--- config.mk ---
export PLATFORM = sky130hd
export DESIGN_NAME = splitmix_random_value_draw_flat
export DESIGN_NICKNAME = d
export VERILOG_FILES = /design/src/rtl/smd_pkg.sv /design/src/rtl/smd_if.sv /design/src/rtl/smd_datapath.sv /design/src/rtl/smd_ctrl.sv /design/src/rtl/splitmix_random_value_draw.sv /design/src/flat_wrapper.sv
export SDC_FILE = /design/constraint.sdc
export NUM_CORES = 2
export LEC_CHECK = 0
export BUFFER_PORTS_ARGS = -buffer_cell sky130_fd_sc_hd__buf_2
export CAP_MARGIN = 10
export CORE_MARGIN = 2
export CORE_UTILIZATION = 45
export CTS_CLUSTER_DIAMETER = 120
export DETAILED_ROUTE_END_ITERATION = 7
export HOLD_SLACK_MARGIN = 0.06
export SYNTH_ARGS = -nofsm -noshare
export SYNTH_HDL_FRONTEND = slang
export SYNTH_SLANG_ARGS = --single-unit
--- constraint.sdc ---
create_clock -name clk_i -period 22.4 [get_ports clk_i]
set_input_delay 2.24 -clock clk_i [delete_from_list [all_inputs] [get_ports clk_i]]
set_output_delay 2.24 -clock clk_i [all_outputs]
set_load 0.005 [all_outputs]
--- src/rtl/smd_pkg.sv ---
// shared constants, codes and controller/datapath types for the splitmix draw block
// no dependencies
package smd_pkg;

  localparam int unsigned MaxWidthDef = 256;
  localparam int unsigned WordBits    = 64;
  localparam int unsigned DivSteps    = 64;

  localparam logic [63:0] Gamma = 64'h9e37_79b9_7f4a_7c15;
  localparam logic [63:0] Mix1  = 64'hbf58_476d_1ce4_e5b9;
  localparam logic [63:0] Mix2  = 64'h94d0_49bb_1331_11eb;

  localparam int unsigned Shift1 = 30;
  localparam int unsigned Shift2 = 27;
  localparam int unsigned Shift3 = 31;

  typedef enum logic [1:0] {
    MODE_SEED = 2'd0,
    MODE_ARB  = 2'd1,
    MODE_DOM  = 2'd2,
    MODE_NONE = 2'd3
  } mode_e;

  typedef enum logic [3:0] {
    DP_NOP    = 4'd0,
    DP_LOAD   = 4'd1,
    DP_ADV    = 4'd2,
    DP_MUL_LO = 4'd3,
    DP_MUL_HL = 4'd4,
    DP_MUL_LH = 4'd5,
    DP_XS     = 4'd6,
    DP_FIN    = 4'd7,
    DP_DIV    = 4'd8,
    DP_NEXT   = 4'd9
  } dp_op_e;

  typedef struct packed {
    dp_op_e op;
    logic   use_c2;
  } dp_cmd_t;

  typedef struct packed {
    mode_e in_mode;
    logic  in_empty;
    logic  dom;
    logic  last_word;
    logic  div_last;
  } dp_sts_t;

endpackage

--- src/rtl/smd_if.sv ---
// valid/ready channel interfaces for draw requests and drawn words
// no dependencies
interface smd_in_if;
  logic        valid;
  logic        ready;
  logic [1:0]  mode;
  logic [63:0] seed;
  logic [8:0]  bit_width;
  logic [31:0] domain_size;

  modport source (output valid, mode, seed, bit_width, domain_size, input ready);
  modport sink (input valid, mode, seed, bit_width, domain_size, output ready);
endinterface

interface smd_out_if;
  logic        valid;
  logic        ready;
  logic [63:0] value;
  logic [1:0]  word_index;
  logic        last;
  logic        kind;

  modport source (output valid, value, word_index, last, kind, input ready);
  modport sink (input valid, value, word_index, last, kind, output ready);
endinterface

--- src/rtl/smd_datapath.sv ---
// datapath: generator state, shared 32x32 multiplier, masking and bit-serial remainder
// depends on smd_pkg
module smd_datapath import smd_pkg::*; #(
  parameter int unsigned MAX_WIDTH = MaxWidthDef
) (
  input  logic        clk_i,
  input  logic        rst_ni,
  input  dp_cmd_t     cmd_i,
  output dp_sts_t     sts_o,
  input  logic [1:0]  mode_i,
  input  logic [63:0] seed_i,
  input  logic [8:0]  bit_width_i,
  input  logic [31:0] domain_size_i,
  output logic [63:0] value_o,
  output logic [1:0]  word_index_o,
  output logic        last_o,
  output logic        kind_o
);

  localparam int unsigned EffMax   = (MAX_WIDTH < 511) ? MAX_WIDTH : 511;
  localparam int unsigned MaxWords = (EffMax + 63) / 64;
  localparam int unsigned CntW     = $clog2(MaxWords + 1);
  localparam int unsigned DivW     = $clog2(DivSteps);
  localparam logic [8:0]  EffMaxW  = 9'(EffMax);

  logic [63:0]     gen_q, gen_d;
  logic [63:0]     acc_q, acc_d;
  logic [63:0]     v_q, v_d;
  logic [63:0]     quo_q, quo_d;
  logic [32:0]     rem_q, rem_d;
  logic [63:0]     res_q, res_d;
  logic [31:0]     dsize_q, dsize_d;
  logic [5:0]      wrem_q, wrem_d;
  logic            kind_q, kind_d;
  logic [CntW-1:0] words_q, words_d;
  logic [1:0]      widx_q, widx_d;
  logic [DivW-1:0] dcnt_q, dcnt_d;

  logic [8:0]      eff_w;
  logic [CntW-1:0] in_words;
  logic [63:0]     cmul;
  logic [31:0]     ma, mb;
  logic [63:0]     prod;
  logic [63:0]     adv_s;
  logic [63:0]     fin_r;
  logic [63:0]     mask;
  logic [32:0]     trial;
  logic [32:0]     dsz_ext;
  logic            is_last;

  // saturate requested width
  assign eff_w    = (bit_width_i > EffMaxW) ? EffMaxW : bit_width_i;
  assign in_words = CntW'(eff_w[8:6]) + CntW'(|eff_w[5:0]);

  assign cmul = cmd_i.use_c2 ? Mix2 : Mix1;

  always_comb begin
    unique case (cmd_i.op)
      DP_MUL_HL: begin
        ma = v_q[63:32];
        mb = cmul[31:0];
      end
      DP_MUL_LH: begin
        ma = v_q[31:0];
        mb = cmul[63:32];
      end
      default: begin
        ma = v_q[31:0];
        mb = cmul[31:0];
      end
    endcase
  end

  assign prod    = {32'b0, ma} * {32'b0, mb};
  assign adv_s   = gen_q + Gamma;
  assign fin_r   = acc_q ^ (acc_q >> Shift3);
  assign is_last = (words_q == CntW'(1));
  assign mask    = (is_last && (wrem_q != 6'd0)) ? ((64'd1 << wrem_q) - 64'd1) : '1;
  assign trial   = {rem_q[31:0], quo_q[63]};
  assign dsz_ext = {1'b0, dsize_q};

  always_comb begin
    gen_d   = gen_q;
    acc_d   = acc_q;
    v_d     = v_q;
    quo_d   = quo_q;
    rem_d   = rem_q;
    res_d   = res_q;
    dsize_d = dsize_q;
    wrem_d  = wrem_q;
    kind_d  = kind_q;
    words_d = words_q;
    widx_d  = widx_q;
    dcnt_d  = dcnt_q;
    unique case (cmd_i.op)
      DP_NOP: begin
      end
      DP_LOAD: begin
        if (mode_e'(mode_i) == MODE_SEED) begin
          gen_d = seed_i;
        end
        kind_d  = (mode_e'(mode_i) == MODE_DOM);
        dsize_d = domain_size_i;
        wrem_d  = eff_w[5:0];
        words_d = in_words;
        widx_d  = 2'd0;
      end
      DP_ADV: begin
        gen_d = adv_s;
        v_d   = adv_s ^ (adv_s >> Shift1);
      end
      DP_MUL_LO: begin
        acc_d = prod;
      end
      DP_MUL_HL, DP_MUL_LH: begin
        acc_d = {acc_q[63:32] + prod[31:0], acc_q[31:0]};
      end
      DP_XS: begin
        v_d = acc_q ^ (acc_q >> Shift2);
      end
      DP_FIN: begin
        res_d  = fin_r & mask;
        quo_d  = fin_r;
        rem_d  = '0;
        dcnt_d = '0;
      end
      DP_DIV: begin
        rem_d  = (trial >= dsz_ext) ? (trial - dsz_ext) : trial;
        quo_d  = {quo_q[62:0], 1'b0};
        dcnt_d = dcnt_q + DivW'(1);
      end
      DP_NEXT: begin
        words_d = words_q - CntW'(1);
        widx_d  = widx_q + 2'd1;
      end
      default: begin
      end
    endcase
  end

  always_ff @(posedge clk_i or negedge rst_ni) begin
    if (!rst_ni) begin
      gen_q   <= '0;
      kind_q  <= 1'b0;
      words_q <= '0;
      widx_q  <= '0;
      dcnt_q  <= '0;
    end else begin
      gen_q   <= gen_d;
      kind_q  <= kind_d;
      words_q <= words_d;
      widx_q  <= widx_d;
      dcnt_q  <= dcnt_d;
    end
  end

  always_ff @(posedge clk_i) begin
    acc_q   <= acc_d;
    v_q     <= v_d;
    quo_q   <= quo_d;
    rem_q   <= rem_d;
    res_q   <= res_d;
    dsize_q <= dsize_d;
    wrem_q  <= wrem_d;
  end

  assign value_o      = kind_q ? ((dsize_q == 32'd0) ? 64'd0 : {32'b0, rem_q[31:0]}) : res_q;
  assign word_index_o = widx_q;
  assign last_o       = kind_q | is_last;
  assign kind_o       = kind_q;

  assign sts_o.in_mode   = mode_e'(mode_i);
  assign sts_o.in_empty  = (eff_w == 9'd0);
  assign sts_o.dom       = kind_q;
  assign sts_o.last_word = kind_q | is_last;
  assign sts_o.div_last  = (dcnt_q == DivW'(DivSteps - 1));

endmodule

--- src/rtl/smd_ctrl.sv ---
// controller: sequences one generator step per word, the remainder loop and the handshakes
// depends on smd_pkg
module smd_ctrl import smd_pkg::*; (
  input  logic    clk_i,
  input  logic    rst_ni,
  input  logic    in_valid_i,
  output logic    in_ready_o,
  output logic    out_valid_o,
  input  logic    out_ready_i,
  input  dp_sts_t sts_i,
  output dp_cmd_t cmd_o
);

  typedef enum logic [11:0] {
    S_IDLE = 12'h001,
    S_ADV  = 12'h002,
    S_M1A  = 12'h004,
    S_M1B  = 12'h008,
    S_M1C  = 12'h010,
    S_XS   = 12'h020,
    S_M2A  = 12'h040,
    S_M2B  = 12'h080,
    S_M2C  = 12'h100,
    S_FIN  = 12'h200,
    S_DIV  = 12'h400,
    S_OUT  = 12'h800
  } state_e;

  state_e state_q, state_d;

  always_comb begin
    state_d      = state_q;
    in_ready_o   = 1'b0;
    out_valid_o  = 1'b0;
    cmd_o.op     = DP_NOP;
    cmd_o.use_c2 = 1'b0;
    unique case (state_q)
      S_IDLE: begin
        in_ready_o = 1'b1;
        if (in_valid_i) begin
          cmd_o.op = DP_LOAD;
          if ((sts_i.in_mode == MODE_ARB && !sts_i.in_empty) ||
              sts_i.in_mode == MODE_DOM) begin
            state_d = S_ADV;
          end
        end
      end
      S_ADV: begin
        cmd_o.op = DP_ADV;
        state_d  = S_M1A;
      end
      S_M1A: begin
        cmd_o.op = DP_MUL_LO;
        state_d  = S_M1B;
      end
      S_M1B: begin
        cmd_o.op = DP_MUL_HL;
        state_d  = S_M1C;
      end
      S_M1C: begin
        cmd_o.op = DP_MUL_LH;
        state_d  = S_XS;
      end
      S_XS: begin
        cmd_o.op = DP_XS;
        state_d  = S_M2A;
      end
      S_M2A: begin
        cmd_o.op     = DP_MUL_LO;
        cmd_o.use_c2 = 1'b1;
        state_d      = S_M2B;
      end
      S_M2B: begin
        cmd_o.op     = DP_MUL_HL;
        cmd_o.use_c2 = 1'b1;
        state_d      = S_M2C;
      end
      S_M2C: begin
        cmd_o.op     = DP_MUL_LH;
        cmd_o.use_c2 = 1'b1;
        state_d      = S_FIN;
      end
      S_FIN: begin
        cmd_o.op = DP_FIN;
        state_d  = sts_i.dom ? S_DIV : S_OUT;
      end
      S_DIV: begin
        cmd_o.op = DP_DIV;
        if (sts_i.div_last) begin
          state_d = S_OUT;
        end
      end
      S_OUT: begin
        out_valid_o = 1'b1;
        if (out_ready_i) begin
          if (sts_i.last_word) begin
            state_d = S_IDLE;
          end else begin
            cmd_o.op = DP_NEXT;
            state_d  = S_ADV;
          end
        end
      end
      default: begin
        state_d = S_IDLE;
      end
    endcase
  end

  always_ff @(posedge clk_i or negedge rst_ni) begin
    if (!rst_ni) begin
      state_q <= S_IDLE;
    end else begin
      state_q <= state_d;
    end
  end

endmodule

--- src/rtl/splitmix_random_value_draw.sv ---
// splitmix64 draw block: seed load, arbitrary-width word draw, domain index draw
// sequencing: seed load in the idle state; arbitrary draw runs one generator step per word
// (through the shared 32x32 multiplier, three passes per 64-bit product) plus output stall
// domain draw: one generator step, then the one-bit-per-cycle remainder loop
// one item at a time; the next item is taken after the last beat of the current one
// reset: async active low, generator state cleared to zero, controller idle
// depends on smd_pkg, smd_if, smd_ctrl, smd_datapath
module splitmix_random_value_draw import smd_pkg::*; #(
  parameter int unsigned MAX_WIDTH = MaxWidthDef
) (
  input logic        clk_i,
  input logic        rst_ni,
  smd_in_if.sink     in_i,
  smd_out_if.source  out_o
);

  dp_cmd_t cmd;
  dp_sts_t sts;

  smd_ctrl u_ctrl (
    .clk_i       (clk_i),
    .rst_ni      (rst_ni),
    .in_valid_i  (in_i.valid),
    .in_ready_o  (in_i.ready),
    .out_valid_o (out_o.valid),
    .out_ready_i (out_o.ready),
    .sts_i       (sts),
    .cmd_o       (cmd)
  );

  smd_datapath #(
    .MAX_WIDTH (MAX_WIDTH)
  ) u_dp (
    .clk_i         (clk_i),
    .rst_ni        (rst_ni),
    .cmd_i         (cmd),
    .sts_o         (sts),
    .mode_i        (in_i.mode),
    .seed_i        (in_i.seed),
    .bit_width_i   (in_i.bit_width),
    .domain_size_i (in_i.domain_size),
    .value_o       (out_o.value),
    .word_index_o  (out_o.word_index),
    .last_o        (out_o.last),
    .kind_o        (out_o.kind)
  );

endmodule

--- src/flat_wrapper.sv ---
// flat-port wrapper written by rule: the top's interface ports become plain ports
module splitmix_random_value_draw_flat import smd_pkg::*;
#(
  parameter int unsigned MAX_WIDTH = MaxWidthDef
)
  (clk_i, rst_ni, in_i_valid, in_i_mode, in_i_seed, in_i_bit_width, in_i_domain_size, in_i_ready, out_o_valid, out_o_value, out_o_word_index, out_o_last, out_o_kind, out_o_ready);
  smd_in_if in_i_i ();
  smd_out_if out_o_i ();
  input logic clk_i;
  input logic rst_ni;
  input wire logic [$bits(in_i_i.valid)-1:0] in_i_valid;
  input wire logic [$bits(in_i_i.mode)-1:0] in_i_mode;
  input wire logic [$bits(in_i_i.seed)-1:0] in_i_seed;
  input wire logic [$bits(in_i_i.bit_width)-1:0] in_i_bit_width;
  input wire logic [$bits(in_i_i.domain_size)-1:0] in_i_domain_size;
  output wire logic [$bits(in_i_i.ready)-1:0] in_i_ready;
  output wire logic [$bits(out_o_i.valid)-1:0] out_o_valid;
  output wire logic [$bits(out_o_i.value)-1:0] out_o_value;
  output wire logic [$bits(out_o_i.word_index)-1:0] out_o_word_index;
  output wire logic [$bits(out_o_i.last)-1:0] out_o_last;
  output wire logic [$bits(out_o_i.kind)-1:0] out_o_kind;
  input wire logic [$bits(out_o_i.ready)-1:0] out_o_ready;
  assign in_i_i.valid = in_i_valid;
  assign in_i_i.mode = in_i_mode;
  assign in_i_i.seed = in_i_seed;
  assign in_i_i.bit_width = in_i_bit_width;
  assign in_i_i.domain_size = in_i_domain_size;
  assign in_i_ready = in_i_i.ready;
  assign out_o_valid = out_o_i.valid;
  assign out_o_value = out_o_i.value;
  assign out_o_word_index = out_o_i.word_index;
  assign out_o_last = out_o_i.last;
  assign out_o_kind = out_o_i.kind;
  assign out_o_i.ready = out_o_ready;
  splitmix_random_value_draw #(.MAX_WIDTH(MAX_WIDTH)) u_core (.clk_i(clk_i), .rst_ni(rst_ni), .in_i(in_i_i), .out_o(out_o_i));
endmodule
==> flow_summary.json <==
{
  "slew_headroom_pct": 20.4,
  "fmax_mhz": 83.6,
  "cts_resized": 0,
  "path_delay_family": "adder cells",
  "vias_per_cell": 5.58,
  "hold_violations": 0,
  "syn_inst": 5511,
  "ios": 181,
  "slowest_stage": "o311ai_1",
  "cts_buffer_depth": 3,
  "setup_viol": 0,
  "synth_top_family_by_area": "adder cells",
  "period_minus_slack_ns": 11.96,
  "path_buf_inv": 9,
  "tightest_slew_ns": 1.18,
  "grt_max_degree": 84,
  "crit_required_ns": 22.71,
  "gr-total-overflow": 0,
  "start_util_pct": 45.5,
  "yosysTopAreaCellShare_pct": 30.6,
  "antenna_cells": 0,
  "synth_area_mm2": 0.0539,
  "insertion_delay_ns": 0.59,
  "synth-edff-count": 326,
  "synth-seq-area-share_pct": 22.3,
  "area_delta_synth_final_pct": 7.45,
  "met3WireLength_mm": 11.8,
  "ant_nets": 0,
  "yosys_register_bits": 414,
  "final_area_mm2": 0.0579,
  "layout-drive-gt1-share_pct": 7.16,
  "setup_tns_ns": 0,
  "yosys_warnings": 0,
  "port_buffers": 180,
  "synthAdderAreaFrac_pct": 40.1,
  "clk_pin_slew_ns": 0.07,
  "cts_setup_buffers": 0,
  "initialDrtViolationCount": 3803,
  "die_h_um": 350,
  "crit_arrival_ns": 12.28,
  "layout.nets": 6929,
  "setup_ws_ns": 10.44,
  "numCtsBuffers": 42,
  "top_layer": "met4",
  "synthMuxAreaShare_pct": 1.33,
  "gp_congestion": 0.985,
  "drv_cap": 0,
  "slowest_delay_ns": 1.02,
  "synth_compound_area_share_pct": 10.2,
  "hold_buffers": 0,
  "synth-simple-area-share_pct": 12.6,
  "die_w_um": 350,
  "grt_use_total_pct": 29.0,
  "critPathCaptureType": "register",
  "grt_pass1_wl_mm": 264,
  "tritoncts": "built",
  "routed-wl-met2_mm": 82.6,
  "synth-xor-area-share_pct": 4.98,
  "post-route-period-util_pct": 53.4,
  "fp.dieArea_mm2": 0.122,
  "wl_met1_mm": 73.6,
  "fin_skew_ns": 0.0438,
  "rsz0062_at_grt": "false",
  "crit_type": "register to register",
  "dr.pass1.iters": 6,
  "ys.flop_type": "edfxtp_1",
  "hold_path.class": "register to register",
  "post_drt_wl_per_cell_um": 24.4,
  "routed_wl_mm": 176,
  "status": "complete, no violations",
  "drc": 0,
  "ys_types": 100,
  "crit_fanout": 34,
  "rows": 126,
  "cp-start-kind": "register",
  "synth_area_leaders": "fa_1, edfxtp_1, ha_1",
  "slew_viol_final": 0,
  "root_buffer": "clkbuf_16",
  "placed_area_mm2": 0.0564,
  "hold_slack_ns": 0.512,
  "pre_cts_ws_ns": 10.58,
  "grt_pass1_vias": 41200,
  "clock_sinks": 414,
  "synth_nets": 6856,
  "synthArstFlopShare_pct": 21.3,
  "dr_total_vias": 40300,
  "synth_area_per_cell_um2": 9.77,
  "critPathMostFrequentCell": "inv_1",
  "antenna_found_initial": 0,
  "core_mm2": 0.118,
  "yosys.area.top_type": "fa_1",
  "fill_cells": 11200,
  "hpwl_mm": 146,
  "htree_levels": 2
}
==> per-stage QoR <==
step | instances | utilization, %
2_1_floorplan | 5511 | -
3_3_place_gp | 7140 | 47.7
3_5_place_dp | 7140 | 47.7
4_1_cts | 7217 | 48.9
5_1_grt | 7217 | 48.9
6_report | 7217 | 48.9
==> cell families after synthesis <==
logic type | count (synthesis)
AOI/OAI and AO/OA | 848
xor gates and xnor gates | 304
muxes | 69
buffers and inverters | 1204
and+or+nand+nor | 1438
adders and majority gates | 1234
DFF | 414
==> cell usage after synthesis, types with 63 or more instances <==
| cell | count |
|---|---|
| and2_1 | 127 |
| edfxtp_1 | 326 |
| inv_1 | 993 |
| clkbuf_1 | 175 |
| nor2_1 | 444 |
| o21ai_0 | 227 |
| a21o_1 | 75 |
| dfrtp_1 | 87 |
| nand2b_1 | 63 |
| nand2_1 | 434 |
| nor2b_1 | 99 |
| a21oi_1 | 239 |
| xor2_1 | 122 |
| fa_1 | 824 |
| ha_1 | 410 |
| xnor2_1 | 180 |
==> cell usage in the layout (no fill, tap or decap), types with 127 or more instances in the layout <==
cell        n
and2_1    127
buf_2     179
nand2_1   432
ha_1      408
inv_1     992
fa_1      824
o21ai_0   227
nor2_1    444
xnor2_1   180
a21oi_1   238
edfxtp_1  326
==> worst paths after layout <==
check / start / end / slack (ns) / cells after the start
hold / removal: u_core.u_dp.quo_q[60]$_DFFE_PP_ / u_core.u_dp.quo_q[61]$_DFFE_PP_ / 0.51 / 2
min in group asynchronous: rst_ni / u_core.u_dp.gen_q[58]$_DFFE_PN0P_ / 1.53 / 1
max in group asynchronous: rst_ni / u_core.u_dp.kind_o$_DFFE_PN0N_ / 19.55 / 2
hold reg to reg: u_core.u_dp.quo_q[60]$_DFFE_PP_ / u_core.u_dp.quo_q[61]$_DFFE_PP_ / 0.51 / 2
setup reg to reg: u_core.u_ctrl.state_q[9]$_DFFE_PN0P_ / u_core.u_dp.acc_q[63]$_DFFE_PP_ / 10.44 / 41
setup / recovery: u_core.u_ctrl.state_q[9]$_DFFE_PN0P_ / u_core.u_dp.acc_q[63]$_DFFE_PP_ / 10.44 / 41
==> registers in the layout, indices dropped and copies added, names as in the netlist <==
signal and flops:
u_core.u_dp.acc_q 64, u_core.u_dp.gen_q 64, u_core.u_dp.quo_q 64, u_core.u_dp.res_q 64, u_core.u_dp.v_q 64, u_core.u_dp.dsize_q 32
u_core.u_dp.rem_q 32, u_core.u_ctrl.state_q 12, u_core.u_dp.dcnt_q 6, u_core.u_dp.wrem_q 6, u_core.u_dp.words_q 3, u_core.u_dp.word_index_o 2
u_core.u_dp.kind_o 1
==> area by class of cell <==
| type | count | area, um^2 | share of cell area (%) |
|---|---|---|---|
| inverter | 1000 | 3760 | 6.49 |
| clock buffer | 48 | 1140 | 1.96 |
| timing repair buffer | 233 | 1300 | 2.25 |
| sequential | 414 | 12000 | 20.7 |
| multi-input combinational | 3893 | 37400 | 64.6 |
| tap | 1600 | 2000 | 3.46 |
| clock inverter | 29 | 299 | 0.517 |
==> layer usage <==
metal / vias up / GRT usage (%)
li1: 18000 / -
met2: 1643 / 47.2
met3: 332 / 3.62
met4: 0 / 11.1
met5: - / 0
met1: 20300 / 39.6
==> worst register-to-register path, delay by kind of cell (launching register included) <==
| kind | cells | cell delay [ns] |
|---|---|---|
| AO/OA/AOI/OAI | 11 | 2.96 |
| XOR/XNOR | 2 | 0.32 |
| adder cells (fa/ha/maj) | 11 | 4.46 |
| buffers and inverters | 9 | 1.22 |
| flip-flops | 1 | 0.49 |
| AND/OR/NAND/NOR | 8 | 2.21 |
Power is left out: the tool's default activity adds up to more than one toggle a clock period on the data nets, which glitch-free logic cannot reach.
